<file path="config.mk">
export PLATFORM = sky130hd
export DESIGN_NAME = sasi_initiator_sector_sequencer
export DESIGN_NICKNAME = d
export VERILOG_FILES = /design/src/rtl/core/siss_pkg.sv /design/src/rtl/core/sasi_initiator_sector_sequencer.sv
export VERILOG_INCLUDE_DIRS = /design/src /design/src/rtl/core
export SDC_FILE = /design/constraint.sdc
export NUM_CORES = 2
export LEC_CHECK = 0
export CAP_MARGIN = 20
export CORE_UTILIZATION = 57
export CTS_BUF_LIST = sky130_fd_sc_hd__clkbuf_16
export CTS_CLUSTER_SIZE = 10
export DETAILED_ROUTE_END_ITERATION = 8
export DONT_BUFFER_PORTS = 1
export PLACE_DENSITY_LB_ADDON = 0.15
export SYNTH_ARGS = -nofsm -noshare
export SYNTH_HDL_FRONTEND = slang
export SYNTH_MEMORY_MAX_BITS = 65536
export SYNTH_SLANG_ARGS = --single-unit
</file>
<file path="constraint.sdc">
create_clock -name aclk -period 5.2 [get_ports aclk]
set_input_delay 1.3 -clock aclk [delete_from_list [all_inputs] [get_ports aclk]]
set_output_delay 1.3 -clock aclk [all_outputs]
set_load 0.02 [all_outputs]
</file>
<file path="src/rtl/core/sasi_initiator_sector_sequencer_assert.svh">
// Assertion macros for the SASI initiator sector sequencer.
// Depends on nothing; included inside the sequencer module body, which checks itself.
`ifndef SASI_INITIATOR_SECTOR_SEQUENCER_ASSERT_SVH
`define SASI_INITIATOR_SECTOR_SEQUENCER_ASSERT_SVH

// Implication checked on every clock edge outside reset.
`define SISS_ASSERT_IMP(label, clk, rstn, ante, cons, msg) \
    label: assert property (@(posedge clk) disable iff (!rstn) (ante) |-> (cons)) \
        else $error(msg);

// Next-cycle implication checked outside reset.
`define SISS_ASSERT_NEXT(label, clk, rstn, ante, cons, msg) \
    label: assert property (@(posedge clk) disable iff (!rstn) (ante) |=> (cons)) \
        else $error(msg);

`endif

</file>
<file path="src/rtl/core/siss_pkg.sv">
// Types and constants for the SASI initiator sector sequencer.
// Depends on nothing; imported by the sequencer and by the testbench.
package siss_pkg;

    typedef enum logic [3:0] {
        S_IDLE, S_RST_HOLD, S_RST_GAP, S_BUSY_CLR, S_SETTLE, S_BUSY_SET,
        S_SEL_REQ, S_CDB_REQ, S_CDB_DROP, S_DIN_PHASE, S_DIN_REQ,
        S_DOUT_PHASE, S_DOUT_REQ, S_DOUT_DROP, S_STATUS, S_MESSAGE
    } step_t;

    localparam logic [1:0] OP_POLL   = 2'd0;
    localparam logic [1:0] OP_START  = 2'd1;
    localparam logic [1:0] OP_LOAD   = 2'd2;
    localparam logic [1:0] OP_UNUSED = 2'd3;

    localparam logic [1:0] CMD_INIT  = 2'd0;
    localparam logic [1:0] CMD_READ  = 2'd1;
    localparam logic [1:0] CMD_WRITE = 2'd2;
    localparam logic [1:0] CMD_SENSE = 2'd3;

    localparam logic [2:0] K_DATA  = 3'd0;
    localparam logic [2:0] K_CTRL  = 3'd1;
    localparam logic [2:0] K_SECT  = 3'd2;
    localparam logic [2:0] K_SENSE = 3'd3;
    localparam logic [2:0] K_DONE  = 3'd4;

    localparam logic [2:0] E_OK    = 3'd0;
    localparam logic [2:0] E_INVAL = 3'd1;
    localparam logic [2:0] E_TIME  = 3'd2;
    localparam logic [2:0] E_IO    = 3'd3;
    localparam logic [2:0] E_RO    = 3'd4;
    localparam logic [2:0] E_NODEV = 3'd5;

    localparam logic [1:0] ACT_RELEASE = 2'd0;
    localparam logic [1:0] ACT_SELECT  = 2'd1;
    localparam logic [1:0] ACT_RESET   = 2'd2;

    localparam logic [2:0] AC_TUR   = 3'd0;
    localparam logic [2:0] AC_RAM   = 3'd1;
    localparam logic [2:0] AC_CTL   = 3'd2;
    localparam logic [2:0] AC_SENSE = 3'd3;
    localparam logic [2:0] AC_READ  = 3'd4;
    localparam logic [2:0] AC_WRITE = 3'd5;

    localparam logic [2:0] REG_TARGET   = 3'd0;
    localparam logic [2:0] REG_WREN     = 3'd1;
    localparam logic [2:0] REG_SEL_TMO  = 3'd2;
    localparam logic [2:0] REG_PH_TMO   = 3'd3;
    localparam logic [2:0] REG_LONG_TMO = 3'd4;
    localparam logic [2:0] REG_DROP     = 3'd5;
    localparam logic [2:0] REG_RST_HOLD = 3'd6;
    localparam logic [2:0] REG_SETTLE   = 3'd7;

    localparam logic [31:0] LBA_LIMIT = 32'h001F_FFFF;

    typedef struct packed {
        logic [1:0]  operation;
        logic [1:0]  command;
        logic [31:0] block_address;
        logic [7:0]  load_byte;
        logic [8:0]  load_index;
        logic        bus_busy;
        logic        bus_req;
        logic        bus_control;
        logic        bus_input;
        logic        bus_msg;
        logic [7:0]  bus_data;
    } in_t;

    typedef struct packed {
        logic [2:0] result_kind;
        logic [7:0] bus_value;
        logic [1:0] control_action;
        logic [8:0] byte_index;
        logic       last_of_run;
        logic [2:0] error_code;
        logic [7:0] cmd_status;
        logic [7:0] cmd_message;
        logic       device_ready;
    } out_t;

    function automatic out_t mk(logic [2:0] k, logic [7:0] v, logic [1:0] a,
                                logic [8:0] i, logic [2:0] e, logic [7:0] st,
                                logic [7:0] msg);
        out_t r;
        r.result_kind    = k;
        r.bus_value      = v;
        r.control_action = a;
        r.byte_index     = i;
        r.last_of_run    = 1'b0;
        r.error_code     = e;
        r.cmd_status     = st;
        r.cmd_message    = msg;
        r.device_ready   = 1'b0;
        return r;
    endfunction

    function automatic logic [7:0] cdb_byte(logic [2:0] ac, logic [20:0] lba,
                                            logic [2:0] i);
        logic [7:0] b;
        b = 8'h00;
        if (i == 3'd0) begin
            unique case (ac)
                AC_TUR:   b = 8'h00;
                AC_RAM:   b = 8'hE0;
                AC_CTL:   b = 8'hE4;
                AC_SENSE: b = 8'h03;
                AC_READ:  b = 8'h08;
                AC_WRITE: b = 8'h0A;
                default:  b = 8'h00;
            endcase
        end else if (ac == AC_READ || ac == AC_WRITE) begin
            unique case (i)
                3'd1:    b = {3'b000, lba[20:16]};
                3'd2:    b = lba[15:8];
                3'd3:    b = lba[7:0];
                3'd4:    b = 8'h01;
                default: b = 8'h00;
            endcase
        end
        return b;
    endfunction

endpackage

</file>
<file path="src/rtl/core/sasi_initiator_sector_sequencer.sv">
// SASI initiator sector sequencer: command sequencing, sector store and result queue.
// Depends on siss_pkg and sasi_initiator_sector_sequencer_assert.svh.

// Every transaction on the input channel is judged in the cycle it is accepted, one per
// cycle while s_ready is high, and gives up to two results that enter a four-entry result
// queue. Input is accepted while the queue holds at most one result, so items flow at one
// per clock while the output side keeps up with single results; items that give several
// results cost one output cycle per result. Write data is read from the sector store ahead of use.
module sasi_initiator_sector_sequencer #(
    parameter int SECTOR_BYTES = 512
) (
    input  logic            aclk,
    input  logic            aresetn,
    input  logic            s_valid,
    output logic            s_ready,
    input  siss_pkg::in_t   s_data,
    output logic            m_valid,
    input  logic            m_ready,
    output siss_pkg::out_t  m_data,
    input  logic            psel,
    input  logic            penable,
    input  logic            pwrite,
    input  logic [4:0]      paddr,
    input  logic [31:0]     pwdata,
    output logic [31:0]     prdata,
    output logic            pready
);
    import siss_pkg::*;

    localparam int AW  = $clog2(SECTOR_BYTES);
    localparam int BCW = $clog2(SECTOR_BYTES + 1);

    logic [2:0]  target_reg;
    logic        wren_reg;
    logic [15:0] sel_tmo_reg, ph_tmo_reg, rst_hold_reg;
    logic [23:0] long_tmo_reg;
    logic [7:0]  drop_reg, settle_reg;

    step_t          step_reg, step_next;
    logic [23:0]    pc_reg, pc_next, pc_inc;
    logic [BCW-1:0] bc_reg, bc_next, bc_inc;
    logic [2:0]     ac_reg, ac_next;
    logic [2:0]     init_reg, init_next;
    logic [20:0]    lba_reg, lba_next;
    logic [7:0]     cap_reg, cap_next;
    logic           dev_reg, dev_next;

    logic [7:0]  store [SECTOR_BYTES];
    logic [7:0]  rdata_reg;
    logic        we;
    logic [AW-1:0] waddr, raddr;

    out_t        res_c [3];
    out_t        res_f [3];
    logic [1:0]  nres_c;
    logic        fail_c;
    logic [2:0]  fail_err;
    logic [7:0]  fail_msg;

    out_t        fifo_reg [4];
    logic [1:0]  wp_reg, rp_reg;
    logic [2:0]  cnt_reg;
    logic        acc, pop;
    logic        busy;
    logic [3:0]  q;
    logic        cfg_we;

    assign pready = 1'b1;
    assign cfg_we = psel & penable & pwrite;

    always_ff @(posedge aclk) begin
        if (!aresetn) begin
            target_reg   <= 3'd0;
            wren_reg     <= 1'b0;
            sel_tmo_reg  <= 16'd1000;
            ph_tmo_reg   <= 16'd10000;
            long_tmo_reg <= 24'd16776960;
            drop_reg     <= 8'd100;
            rst_hold_reg <= 16'd10000;
            settle_reg   <= 8'd10;
        end else if (cfg_we) begin
            unique case (paddr[4:2])
                REG_TARGET:   target_reg   <= pwdata[2:0];
                REG_WREN:     wren_reg     <= pwdata[0];
                REG_SEL_TMO:  sel_tmo_reg  <= pwdata[15:0];
                REG_PH_TMO:   ph_tmo_reg   <= pwdata[15:0];
                REG_LONG_TMO: long_tmo_reg <= pwdata[23:0];
                REG_DROP:     drop_reg     <= pwdata[7:0];
                REG_RST_HOLD: rst_hold_reg <= pwdata[15:0];
                REG_SETTLE:   settle_reg   <= pwdata[7:0];
                default:      ;
            endcase
        end
    end

    always_comb begin
        unique case (paddr[4:2])
            REG_TARGET:   prdata = {29'd0, target_reg};
            REG_WREN:     prdata = {31'd0, wren_reg};
            REG_SEL_TMO:  prdata = {16'd0, sel_tmo_reg};
            REG_PH_TMO:   prdata = {16'd0, ph_tmo_reg};
            REG_LONG_TMO: prdata = {8'd0, long_tmo_reg};
            REG_DROP:     prdata = {24'd0, drop_reg};
            REG_RST_HOLD: prdata = {16'd0, rst_hold_reg};
            REG_SETTLE:   prdata = {24'd0, settle_reg};
            default:      prdata = 32'd0;
        endcase
    end

    assign s_ready = (cnt_reg <= 3'd1);
    assign acc     = s_valid & s_ready;
    assign m_valid = (cnt_reg != 3'd0);
    assign pop     = m_valid & m_ready;
    assign m_data  = fifo_reg[rp_reg];

    assign busy   = s_data.bus_busy;
    assign q      = {s_data.bus_input, s_data.bus_control, s_data.bus_req, s_data.bus_busy};
    assign pc_inc = pc_reg + 24'd1;
    assign bc_inc = bc_reg + BCW'(1);

    assign we    = acc && s_data.operation == OP_LOAD &&
                   32'(s_data.load_index) < 32'(SECTOR_BYTES);
    assign waddr = AW'(s_data.load_index);
    assign raddr = bc_next[AW-1:0];

    always_ff @(posedge aclk) begin
        if (we) begin
            store[waddr] <= s_data.load_byte;
        end
        if (we && waddr == raddr) begin
            rdata_reg <= s_data.load_byte;
        end else begin
            rdata_reg <= store[raddr];
        end
    end

    always_comb begin
        step_next = step_reg;
        pc_next   = pc_reg;
        bc_next   = bc_reg;
        ac_next   = ac_reg;
        init_next = init_reg;
        lba_next  = lba_reg;
        cap_next  = cap_reg;
        dev_next  = dev_reg;
        nres_c    = 2'd0;
        fail_c    = 1'b0;
        fail_err  = E_OK;
        fail_msg  = 8'd0;
        for (int k = 0; k < 3; k++) begin
            res_c[k] = '0;
        end
        if (acc && s_data.operation == OP_START && step_reg == S_IDLE) begin
            if (s_data.command == CMD_INIT) begin
                if (dev_reg) begin
                    res_c[0] = mk(K_DONE, 8'd0, ACT_RELEASE, 9'd0, E_OK, 8'd0, 8'd0);
                    nres_c = 2'd1;
                end else begin
                    init_next = 3'd1;
                    ac_next   = AC_TUR;
                    cap_next  = 8'd0;
                    res_c[0]  = mk(K_CTRL, 8'd0, ACT_RESET, 9'd0, E_OK, 8'd0, 8'd0);
                    nres_c    = 2'd1;
                    step_next = S_RST_HOLD;
                    pc_next   = 24'd0;
                end
            end else if (s_data.command == CMD_SENSE) begin
                ac_next   = AC_SENSE;
                cap_next  = 8'd0;
                bc_next   = '0;
                step_next = S_BUSY_CLR;
                pc_next   = 24'd0;
            end else if (s_data.command == CMD_WRITE && !wren_reg) begin
                res_c[0] = mk(K_DONE, 8'd0, ACT_RELEASE, 9'd0, E_RO, 8'd0, 8'd0);
                nres_c   = 2'd1;
            end else if (!dev_reg) begin
                res_c[0] = mk(K_DONE, 8'd0, ACT_RELEASE, 9'd0, E_NODEV, 8'd0, 8'd0);
                nres_c   = 2'd1;
            end else if (s_data.block_address > LBA_LIMIT) begin
                res_c[0] = mk(K_CTRL, 8'd0, ACT_RELEASE, 9'd0, E_OK, 8'd0, 8'd0);
                res_c[1] = mk(K_DONE, 8'd0, ACT_RELEASE, 9'd0, E_INVAL, 8'd0, 8'd0);
                nres_c   = 2'd2;
            end else begin
                lba_next  = s_data.block_address[20:0];
                ac_next   = (s_data.command == CMD_READ) ? AC_READ : AC_WRITE;
                cap_next  = 8'd0;
                bc_next   = '0;
                step_next = S_BUSY_CLR;
                pc_next   = 24'd0;
            end
        end else if (acc && s_data.operation == OP_POLL) begin
            unique case (step_reg)
                S_RST_HOLD: begin
                    pc_next = pc_inc;
                    if (pc_inc >= 24'(rst_hold_reg)) begin
                        res_c[0] = mk(K_CTRL, 8'd0, ACT_RELEASE, 9'd0, E_OK, 8'd0, 8'd0);
                        nres_c    = 2'd1;
                        step_next = S_RST_GAP;
                        pc_next   = 24'd0;
                    end
                end
                S_RST_GAP: begin
                    pc_next = pc_inc;
                    if (pc_inc >= 24'(rst_hold_reg)) begin
                        cap_next  = 8'd0;
                        bc_next   = '0;
                        step_next = S_BUSY_CLR;
                        pc_next   = 24'd0;
                    end
                end
                S_BUSY_CLR: begin
                    if (!busy) begin
                        res_c[0] = mk(K_DATA, 8'd1 << target_reg, ACT_RELEASE, 9'd0,
                                      E_OK, 8'd0, 8'd0);
                        nres_c  = 2'd1;
                        pc_next = 24'd0;
                        if (settle_reg == 8'd0) begin
                            res_c[1] = mk(K_CTRL, 8'd0, ACT_SELECT, 9'd0, E_OK, 8'd0, 8'd0);
                            nres_c    = 2'd2;
                            step_next = S_BUSY_SET;
                        end else begin
                            step_next = S_SETTLE;
                        end
                    end else begin
                        pc_next = pc_inc;
                        if (pc_inc >= 24'(ph_tmo_reg)) begin
                            fail_c   = 1'b1;
                            fail_err = E_TIME;
                        end
                    end
                end
                S_SETTLE: begin
                    pc_next = pc_inc;
                    if (pc_inc >= 24'(settle_reg)) begin
                        res_c[0] = mk(K_CTRL, 8'd0, ACT_SELECT, 9'd0, E_OK, 8'd0, 8'd0);
                        nres_c    = 2'd1;
                        step_next = S_BUSY_SET;
                        pc_next   = 24'd0;
                    end
                end
                S_BUSY_SET: begin
                    if (busy) begin
                        res_c[0] = mk(K_CTRL, 8'd0, ACT_RELEASE, 9'd0, E_OK, 8'd0, 8'd0);
                        nres_c    = 2'd1;
                        step_next = S_SEL_REQ;
                        pc_next   = 24'd0;
                    end else begin
                        pc_next = pc_inc;
                        if (pc_inc >= 24'(sel_tmo_reg)) begin
                            fail_c   = 1'b1;
                            fail_err = E_TIME;
                        end
                    end
                end
                S_SEL_REQ, S_CDB_REQ: begin
                    if (!busy) begin
                        fail_c   = 1'b1;
                        fail_err = E_IO;
                    end else if (q == 4'b0111) begin
                        pc_next = 24'd0;
                        if (step_reg == S_SEL_REQ) begin
                            bc_next   = '0;
                            step_next = S_CDB_REQ;
                        end else begin
                            res_c[0] = mk(K_DATA, cdb_byte(ac_reg, lba_reg, bc_reg[2:0]),
                                          ACT_RELEASE, 9'd0, E_OK, 8'd0, 8'd0);
                            nres_c    = 2'd1;
                            step_next = S_CDB_DROP;
                        end
                    end else begin
                        pc_next = pc_inc;
                        if (pc_inc >= 24'(ph_tmo_reg)) begin
                            fail_c   = 1'b1;
                            fail_err = E_TIME;
                        end
                    end
                end
                S_CDB_DROP, S_DOUT_DROP: begin
                    if (s_data.bus_req) begin
                        pc_next = pc_inc;
                    end
                    if (!s_data.bus_req || pc_inc >= 24'(drop_reg)) begin
                        bc_next = bc_inc;
                        pc_next = 24'd0;
                        if (step_reg == S_CDB_DROP) begin
                            if (bc_inc < BCW'(6)) begin
                                step_next = S_CDB_REQ;
                            end else begin
                                bc_next = '0;
                                if (ac_reg == AC_READ || ac_reg == AC_SENSE) begin
                                    step_next = S_DIN_PHASE;
                                end else if (ac_reg == AC_WRITE) begin
                                    step_next = S_DOUT_PHASE;
                                end else begin
                                    step_next = S_STATUS;
                                end
                            end
                        end else begin
                            step_next = (bc_inc >= BCW'(SECTOR_BYTES)) ? S_STATUS
                                                                        : S_DOUT_REQ;
                        end
                    end
                end
                S_DIN_PHASE, S_DOUT_PHASE: begin
                    if (!busy) begin
                        fail_c   = 1'b1;
                        fail_err = E_IO;
                    end else if (q[0] && !q[2] &&
                                 (q[3] == (step_reg == S_DIN_PHASE))) begin
                        step_next = (step_reg == S_DIN_PHASE) ? S_DIN_REQ : S_DOUT_REQ;
                        pc_next   = 24'd0;
                    end else begin
                        pc_next = pc_inc;
                        if (pc_inc >= long_tmo_reg) begin
                            fail_c   = 1'b1;
                            fail_err = E_TIME;
                        end
                    end
                end
                S_DIN_REQ, S_DOUT_REQ: begin
                    if (!busy) begin
                        fail_c   = 1'b1;
                        fail_err = E_IO;
                    end else if (q == ((step_reg == S_DIN_REQ) ? 4'b1011 : 4'b0011)) begin
                        pc_next = 24'd0;
                        if (step_reg == S_DIN_REQ) begin
                            res_c[0] = mk((ac_reg == AC_SENSE) ? K_SENSE : K_SECT,
                                          s_data.bus_data, ACT_RELEASE, 9'(bc_reg),
                                          E_OK, 8'd0, 8'd0);
                            nres_c  = 2'd1;
                            bc_next = bc_inc;
                            if (bc_inc >= ((ac_reg == AC_SENSE) ? BCW'(4)
                                                                 : BCW'(SECTOR_BYTES))) begin
                                step_next = S_STATUS;
                            end else begin
                                step_next = S_DIN_REQ;
                            end
                        end else begin
                            res_c[0] = mk(K_DATA, rdata_reg, ACT_RELEASE, 9'd0,
                                          E_OK, 8'd0, 8'd0);
                            nres_c    = 2'd1;
                            step_next = S_DOUT_DROP;
                        end
                    end else begin
                        pc_next = pc_inc;
                        if (pc_inc >= ((bc_reg == '0) ? long_tmo_reg : 24'(ph_tmo_reg))) begin
                            fail_c   = 1'b1;
                            fail_err = E_TIME;
                        end
                    end
                end
                S_STATUS: begin
                    if (!busy) begin
                        fail_c   = 1'b1;
                        fail_err = E_IO;
                    end else if (q == 4'b1111) begin
                        cap_next  = s_data.bus_data;
                        step_next = S_MESSAGE;
                        pc_next   = 24'd0;
                    end else begin
                        pc_next = pc_inc;
                        if (pc_inc >= long_tmo_reg) begin
                            fail_c   = 1'b1;
                            fail_err = E_TIME;
                        end
                    end
                end
                S_MESSAGE: begin
                    if (!busy) begin
                        fail_c   = 1'b1;
                        fail_err = E_IO;
                    end else if (q == 4'b1111 && s_data.bus_msg) begin
                        if (cap_reg != 8'd0 || s_data.bus_data != 8'd0) begin
                            fail_c   = 1'b1;
                            fail_err = E_IO;
                            fail_msg = s_data.bus_data;
                        end else begin
                            if (init_reg >= 3'd1 && init_reg <= 3'd3) begin
                                init_next = init_reg + 3'd1;
                                ac_next   = init_reg;
                                cap_next  = 8'd0;
                                bc_next   = '0;
                                step_next = S_BUSY_CLR;
                                pc_next   = 24'd0;
                            end else begin
                                if (init_reg != 3'd0) begin
                                    dev_next = 1'b1;
                                end
                                init_next = 3'd0;
                                step_next = S_IDLE;
                            end
                            if (init_reg == 3'd0 || init_reg == 3'd4) begin
                                res_c[0] = mk(K_DONE, 8'd0, ACT_RELEASE, 9'd0, E_OK,
                                              cap_reg, 8'd0);
                                nres_c = 2'd1;
                            end
                        end
                    end else begin
                        pc_next = pc_inc;
                        if (pc_inc >= long_tmo_reg) begin
                            fail_c   = 1'b1;
                            fail_err = E_TIME;
                        end
                    end
                end
                default: ;
            endcase
            if (fail_c) begin
                res_c[0] = mk(K_CTRL, 8'd0, ACT_RELEASE, 9'd0, E_OK, 8'd0, 8'd0);
                res_c[1] = mk(K_DONE, 8'd0, ACT_RELEASE, 9'd0, fail_err, cap_reg, fail_msg);
                nres_c   = 2'd2;
                if (init_reg != 3'd0) begin
                    dev_next = 1'b0;
                end
                init_next = 3'd0;
                step_next = S_IDLE;
            end
        end
    end

    always_comb begin
        for (int k = 0; k < 3; k++) begin
            res_f[k] = res_c[k];
            res_f[k].last_of_run  = (2'(k) == nres_c - 2'd1);
            res_f[k].device_ready = dev_next;
        end
    end

    always_ff @(posedge aclk) begin
        if (!aresetn) begin
            step_reg <= S_IDLE;
            pc_reg   <= 24'd0;
            bc_reg   <= '0;
            ac_reg   <= 3'd0;
            init_reg <= 3'd0;
            lba_reg  <= 21'd0;
            cap_reg  <= 8'd0;
            dev_reg  <= 1'b0;
        end else begin
            step_reg <= step_next;
            pc_reg   <= pc_next;
            bc_reg   <= bc_next;
            ac_reg   <= ac_next;
            init_reg <= init_next;
            lba_reg  <= lba_next;
            cap_reg  <= cap_next;
            dev_reg  <= dev_next;
        end
    end

    always_ff @(posedge aclk) begin
        for (int k = 0; k < 3; k++) begin
            if (2'(k) < nres_c) begin
                fifo_reg[wp_reg + 2'(k)] <= res_f[k];
            end
        end
    end

    always_ff @(posedge aclk) begin
        if (!aresetn) begin
            wp_reg  <= 2'd0;
            rp_reg  <= 2'd0;
            cnt_reg <= 3'd0;
        end else begin
            wp_reg  <= wp_reg + nres_c;
            rp_reg  <= rp_reg + {1'b0, pop};
            cnt_reg <= cnt_reg + {1'b0, nres_c} - {2'b00, pop};
        end
    end

`include "sasi_initiator_sector_sequencer_assert.svh"

    `SISS_ASSERT_IMP(a_queue_bound, aclk, aresetn, 1'b1, cnt_reg <= 3'd4, "Result queue overflow.")
    `SISS_ASSERT_IMP(a_no_push_idle, aclk, aresetn, !acc, nres_c == 2'd0, "Result without a transaction.")
    `SISS_ASSERT_IMP(a_idle_no_init, aclk, aresetn, step_reg == S_IDLE, init_reg == 3'd0, "Initialise step left while idle.")
    `SISS_ASSERT_NEXT(a_ready_after_drain, aclk, aresetn, cnt_reg == 3'd1 && pop && nres_c == 2'd0, s_ready, "Input stalled on an empty queue.")

endmodule

</file>
After elaboration in Yosys (flattened, before gate mapping)
Memories as Yosys holds them, arrays and structs flattened. A register that Yosys moved wholly into a read port is not among the register bits.
Cells that the tools add are included.

storage, ports and cells
  bits in writable memories = 4268
  bits in registers = 173
  memories = 2
  bits in read-only memories = 0
  bits of input ports = 110
  latch bits = 0

memories
  name      depth  width  rd ports  clocked after memory_dff  wr ports  line                                   RTL
  store     512    8      1         1                         1         sasi_initiator_sector_sequencer.sv:48  logic [7:0] store [SECTOR_BYTES];
  fifo_reg  4      43     1         1                         2         sasi_initiator_sector_sequencer.sv:60  out_t fifo_reg [4];

cells by class
  add/sub/neg operators = 10
  multiply operators = 0
  reduce and logical (&&, ||, !) cells = 63
  bitwise gates (word level) = 8
  shift-type cells = 1
  multiplexer cells = 252
  equality and inequality tests = 90
  order comparisons = 17
  divide/modulo/power cells = 0

operator list
  operator                                          number
  24-bit two-way mux                                27
  43-bit two-way mux                                13
  86-bit two-way mux                                4
  43-bit one-hot mux with 7 select lines            1
  32-bit one-hot mux with 8 select lines            1
  24-bit one-hot mux with 10 select lines           1
  10-bit two-way mux                                22
  8-bit two-way mux                                 21
  41-bit two-way mux                                4
  42-bit two-way mux                                3
  4-bit two-way mux                                 31
  40-bit two-way mux                                3
  3-bit two-way mux                                 31
  4-bit != test, second input constant              22
  84-bit two-way mux                                1
  83-bit two-way mux                                1
  24-bit by 16-bit >= comparator with 1-bit output  3
  2-bit two-way mux                                 27
  3-bit != test, second input constant              18
  1-bit two-way mux                                 53
  10-bit one-hot mux with 5 select lines            1
  24-bit >= comparator                              2
  24-bit by 8-bit >= comparator with 1-bit output   2
  4-bit one-hot mux with 11 select lines            1
  70 further kinds                                  148

Logic depth before layout (Yosys ltp)
  word-level depth = 17
  depth in mapped cells = 26
  mapped depth without buffers = 21

Worst setup path after synthesis
OpenSTA, ideal clock, no wires.

  kind = flip-flop to flip-flop
  start point = register bc_reg[1]
  end point = register cnt_reg[2]
  arrival time = 5.187 ns
  stages on the path, launching flop included = 26
  required time = 5.072 ns
  library setup time = 0.128 ns
  slack = -0.115 ns
  buffers on the path = 6
  cells stage by stage = dfxtp_1 -> clkbuf_1 -> inv_1 -> ha_1 -> nor2b_1 -> buf_2 -> and4_1 -> buf_2 -> buf_1 -> mux2i_1 -> ha_1 -> and3_1 -> and3_1 -> nand3_1 -> a211oi_1 -> o211ai_2 -> and4_1 -> a21oi_4 -> buf_2 -> clkbuf_1 -> nor2_1 -> ha_1 -> fa_1 -> xnor2_1 -> xnor2_1 -> nor2_1

on the way
  longest elaborated chain between the ends = 14

ends and longest elaborated chain
  element                                      line                                    RTL
  start: declaration                           sasi_initiator_sector_sequencer.sv:41   logic [BCW-1:0] bc_reg, bc_next, bc_inc;
  start signal: assignment                     sasi_initiator_sector_sequencer.sv:442  bc_reg <= bc_next;
  10-bit zero test                             sasi_initiator_sector_sequencer.sv:346  if (pc_inc >= ((bc_reg == '0) ? long_tmo_reg : 24'(ph_tmo_reg))) begin
  24-bit two-way mux                           sasi_initiator_sector_sequencer.sv:346
  24-bit >= comparator                         sasi_initiator_sector_sequencer.sv:346
  1-bit two-way mux                            sasi_initiator_sector_sequencer.sv:346
  1-bit two-way mux                            sasi_initiator_sector_sequencer.sv:324  end else if (q == ((step_reg == S_DIN_REQ) ? 4'b1011 : 4'b0011)) begin
  1-bit two-way mux                            sasi_initiator_sector_sequencer.sv:321  if (!busy) begin
  1-bit one-hot mux with 7 select lines        sasi_initiator_sector_sequencer.sv:192  unique case (step_reg)
  1-bit two-way mux                            sasi_initiator_sector_sequencer.sv:191  end else if (acc && s_data.operation == OP_POLL) begin
  1-bit two-way mux                            sasi_initiator_sector_sequencer.sv:153  if (acc && s_data.operation == OP_START && step_reg == S_IDLE) begin
  2-bit two-way mux                            sasi_initiator_sector_sequencer.sv:408  if (fail_c) begin
  2-bit two-way mux                            sasi_initiator_sector_sequencer.sv:191
  2-bit two-way mux                            sasi_initiator_sector_sequencer.sv:153
  3-bit by 2-bit adder with 3-bit output       sasi_initiator_sector_sequencer.sv:467  cnt_reg <= cnt_reg + {1'b0, nres_c} - {2'b00, pop};
  3-bit by 1-bit subtractor with 3-bit output  sasi_initiator_sector_sequencer.sv:467
  end signal: assignment                       sasi_initiator_sector_sequencer.sv:467
  end: declaration                             sasi_initiator_sector_sequencer.sv:62   logic [2:0] cnt_reg;

No other way between the ends. The select of a mux whose other input is x is not followed.
A chain may end at the register's enable or synchronous reset.

==> summary.md <==
| Metric | Value |
|---|---|
| Drt wl/cell | `approximately 31 um` |
| TritonCTS buffer count | `521` |
| First-pass GRT wire length | `671,000 um` |
| Vias in the first global route | `98,500` |
| Slew @ Worst Pin | `just over 2 ns` |
| Number of cell rows | `206` |
| Initial antenna violation count | `17` |
| Hold Buf Count CTS | `0` |
| Synth warnings | `0` |
| Clock power frac | `0.440` |
| Sequential power share | `0.544` |
| Post-synth EDFFs | `4,188` |
| Congestion Overflow GR | `0` |
| Int Power | `between 50,000 and 60,000 uW` |
| Layout cell share with drive strength beyond 1 | `0.271` |
| Drt drc | `0` |
| Gr usage total | `0.289` |
| Switch share | `0.198` |
| Net switching power | `14,300 uW` |
| Max-slew violations | `roughly 1,100` |
| DIE WIDTH | `approximately 560 um` |
| Max-cap viol count | `0` |
| Synth Flop Type | `edfxtp_1` |
| WS Path Type | `reg -> reg` |
| Flop-to-flop setup slack | `0.20 ns` |
| Max Clock Skew | `0.0521 ns` |
| # setup viols final | `0` |
| Async S/R FF share, synth | `0` |
| Reg2Reg Launch Point | `pc_reg[3]$_SDFFE_PN0P_` |
| Hold Path Class | `in -> reg` |
| # nets final | `10,700` |
| Core area | `0.315 sq mm` |
| Pwr dens | `353 mW/mm^2` |
| Grt met1 use | `0.401` |
| Final GP Congestion | `0.909` |
| Critical Path Sink Type | `flip-flop` |
| H-tree Lvls | `6` |
| Seq cells post-synth | `around 4,500` |
| DR vias | `97,300` |
| Max Freq | `between 0.15 and 0.2 GHz` |
| Failing checks | `max-slew violations` |
| Yosys cell types | `96` |
| 1st-pass router iterations | `7` |
| Worst path arrival time | `5.90 ns` |
| Period utilisation layout | `0.962` |
| Count of final hold-check violations | `0` |
| Top Usage Layer GRT | `met2` |
| Max_slew headroom | `-0.360` |
| Final min period | `5.00 ns` |
| Final wirelength | `461,000 um` |
| Status | `finished with violations` |
| Comb power frac | `0.016` |
| Area delta synth->final | `13.3%` |
| Clock root cell | `clkbuf_16` |
| CTS clk-pin slew, worst paths | `0.05 ns` |
| Largest register FFs | `~4,100` |
| M2 GR Usage | `0.464` |
| Static leakage power | `0.0653 uW` |
| Final hold slack | `0.360 ns` |
| Clock sinks | `4,450` |
| TNS Setup | `0 ns` |
| Post-DRT Antenna Nets | `0` |
| Sequential fraction of the synthesis area | `0.726` |
| Max FO, Critical Path | `37` |
| Clk_lat worst skew | `1.03 ns` |
| Final Util | `0.649` |
| I/O Buffers | `0` |
| DRC violation total after the first TritonRoute iteration | `11,900` |
| Synthesized area | `0.180 sq mm` |
| Synthesized area per cell | `18.4 sq um` |
| DIE HEIGHT | `565 um` |
| Worst r2r path cells | `19` |
| IO Count | `roughly 190` |
| Clk buf depth | `4` |
| Vias per inst | `6.57` |
| Hpwl dp | `about 270,000 um` |
| Worst Path Required | `6.09 ns` |
| Met3 usage | `0.0546` |
| Crit start category | `flip-flop` |
| Initial Utilization | `0.573` |
| Critical Path Start | `pc_reg[3]$_SDFFE_PN0P_` |
| Die Area | `about 0.32 sq mm` |
| Worst R2R End | `fifo_reg[1][37]$_SDFFE_PP0N_` |
| Maximum VDD drop | `0.373 mV` |
| Pin count of the biggest net entering global routing | `513` |
| Mapped Cells | `9,779` |
| CTS tree | `built` |
| Crit path capture | `fifo_reg[1][37]$_SDFFE_PP0N_` |
==> per-layer routing <==
metal | routed length [um] | vias to the layer above
li1 | - | 41000
met1 | 182000 | 50800
met2 | 223000 | 4682
met3 | 39800 | 819
met4 | 15900 | 12
met5 | 88 | -
==> worst min path at each step <==
stage	start	to	cells past startpoint
after floorplan	fifo_reg[2][32]$_SDFFE_PP0N_	fifo_reg[2][32]$_SDFFE_PP0N_	2
after global placement	fifo_reg[2][34]$_SDFFE_PP0N_	fifo_reg[2][34]$_SDFFE_PP0N_	2
after detailed placement	fifo_reg[2][21]$_SDFFE_PP0N_	fifo_reg[2][21]$_SDFFE_PP0N_	2
after CTS	aresetn	drop_reg[2]$_SDFFE_PN1P_	1
after global routing	aresetn	drop_reg[2]$_SDFFE_PN1P_	1
final	aresetn	drop_reg[2]$_SDFFE_PN1P_	1
==> stage by stage <==
stage | power (uW) | instances | setup slack [ns] | cell area (sq um)
6_report | 72200 | 14800 | 0.198 | 204000
5_1_grt | 74000 | 14800 | -0.0612 | 204000
4_1_cts | 72500 | 14800 | 0.0861 | 204000
3_5_place_dp | 41000 | 14100 | -0.105 | 190000
3_3_place_gp | 41000 | 14100 | -0.0642 | 190000
2_1_floorplan | 40700 | 9786 | 0.0362 | 180000
==> area by class of cell <==
cell class	count	area, sq um
diodes	7	17.5
clock buffers	538	13500
clock inverters	122	863
fillers	21000	111000
inverters	137	523
multi-input cells	4568	46300
flip-flops and latches	4450	131000
well taps	4160	5200
repair buffers	828	7030
==> cells in the mapped netlist (42+ instances only) <==
| library cell | n | share of area |
|---|---|---|
| nor2_1 | 698 | 0.015 |
| edfxtp_1 | 4188 | 0.70 |
| a211oi_1 | 48 | 0.0020 |
| a222oi_1 | 114 | 0.0063 |
| mux4_2 | 902 | 0.11 |
| o21ai_0 | 132 | 0.0037 |
| a21oi_1 | 168 | 0.0047 |
| and3_1 | 73 | 0.0025 |
| o211ai_1 | 49 | 0.0020 |
| o22ai_1 | 58 | 0.0020 |
| buf_1 | 52 | 0.0011 |
| mux2_2 | 461 | 0.029 |
| nand3_1 | 112 | 0.0031 |
| buf_4 | 74 | 0.0031 |
| clkbuf_1 | 344 | 0.0072 |
| inv_1 | 136 | 0.0028 |
| ha_1 | 130 | 0.0090 |
| nand2_1 | 488 | 0.010 |
| mux2i_1 | 358 | 0.020 |
| buf_2 | 146 | 0.0041 |
| o2111ai_1 | 123 | 0.0060 |
| dfxtp_1 | 262 | 0.029 |
| a22oi_1 | 56 | 0.0023 |
| nand4_1 | 86 | 0.0030 |
| nor3_1 | 42 | 0.0012 |
==> cell families (layout without fill, tap and decap cells) <==
kind of cell,Yosys count,count (layout),synth area share
compound gates,970,970,0.0396
other cells,2,16,0.0000416
simple gates,1696,1697,0.0425
fa+ha+maj,133,133,0.00925
flops,4450,4450,0.726
mux,1721,1721,0.161
xor+xnor,38,38,0.00196
buf+inv,769,1625,0.0192
==> what timing repair did <==
item	in CTS	in global routing
pin swaps	1	5
cloned	1	0
buffers inserted	0	4
resized for setup	1	23
setup endpoints to repair	41	109
==> power groups by stage <==
stage,sequential (uW),combinational (uW),clock (uW)
after floorplan,40000,698,0
after global placement,40000,980,0
after detailed placement,40000,986,0
after CTS,39300,988,32200
after global routing,39300,1190,33500
final,39300,1120,31800
==> cell usage in the layout, fill, tap and decap left out, types with 14 or more instances in the layout <==
master	count
ha_1	130
a22oi_1	56
o21ai_0	132
mux4_2	902
a21oi_1	168
nor2b_1	27
dfxtp_1	250
a211oi_1	47
o221ai_1	14
a21o_1	30
nand4_1	86
nor2_1	692
inv_6	21
nand2_1	479
nand3_1	106
mux2_2	461
o211ai_1	49
mux2i_1	358
a31oi_1	34
and3_1	71
xnor2_1	20
nor3_1	38
nor4_1	31
inv_1	204
clkinv_8	15
a2bb2oi_1	32
buf_12	57
nand2b_1	29
a22o_1	17
clkbuf_16	538
a222oi_1	114
o2111ai_1	123
and2_1	24
o22ai_1	58
edfxtp_1	4188
buf_4	762
==> worst max-delay path, cell delays in order (launching register included) <==
cell and delay [ns]:
dfxtp_1 0.44, nand4_1 0.21, buf_4 0.21, nor4_1 0.27, buf_4 0.18, xor2_1 0.23
buf_4 0.17, ha_1 0.23, a21o_1 0.19, a21o_1 0.18, a21oi_1 0.20, o21ai_0 0.12
a21oi_1 0.32, a211o_1 0.25, a41o_1 0.26, buf_6 0.32, nand3_4 0.20, o21ai_4 0.18
buf_4 0.32, mux2_2 0.37
Power figures use the tool's default switching activity.
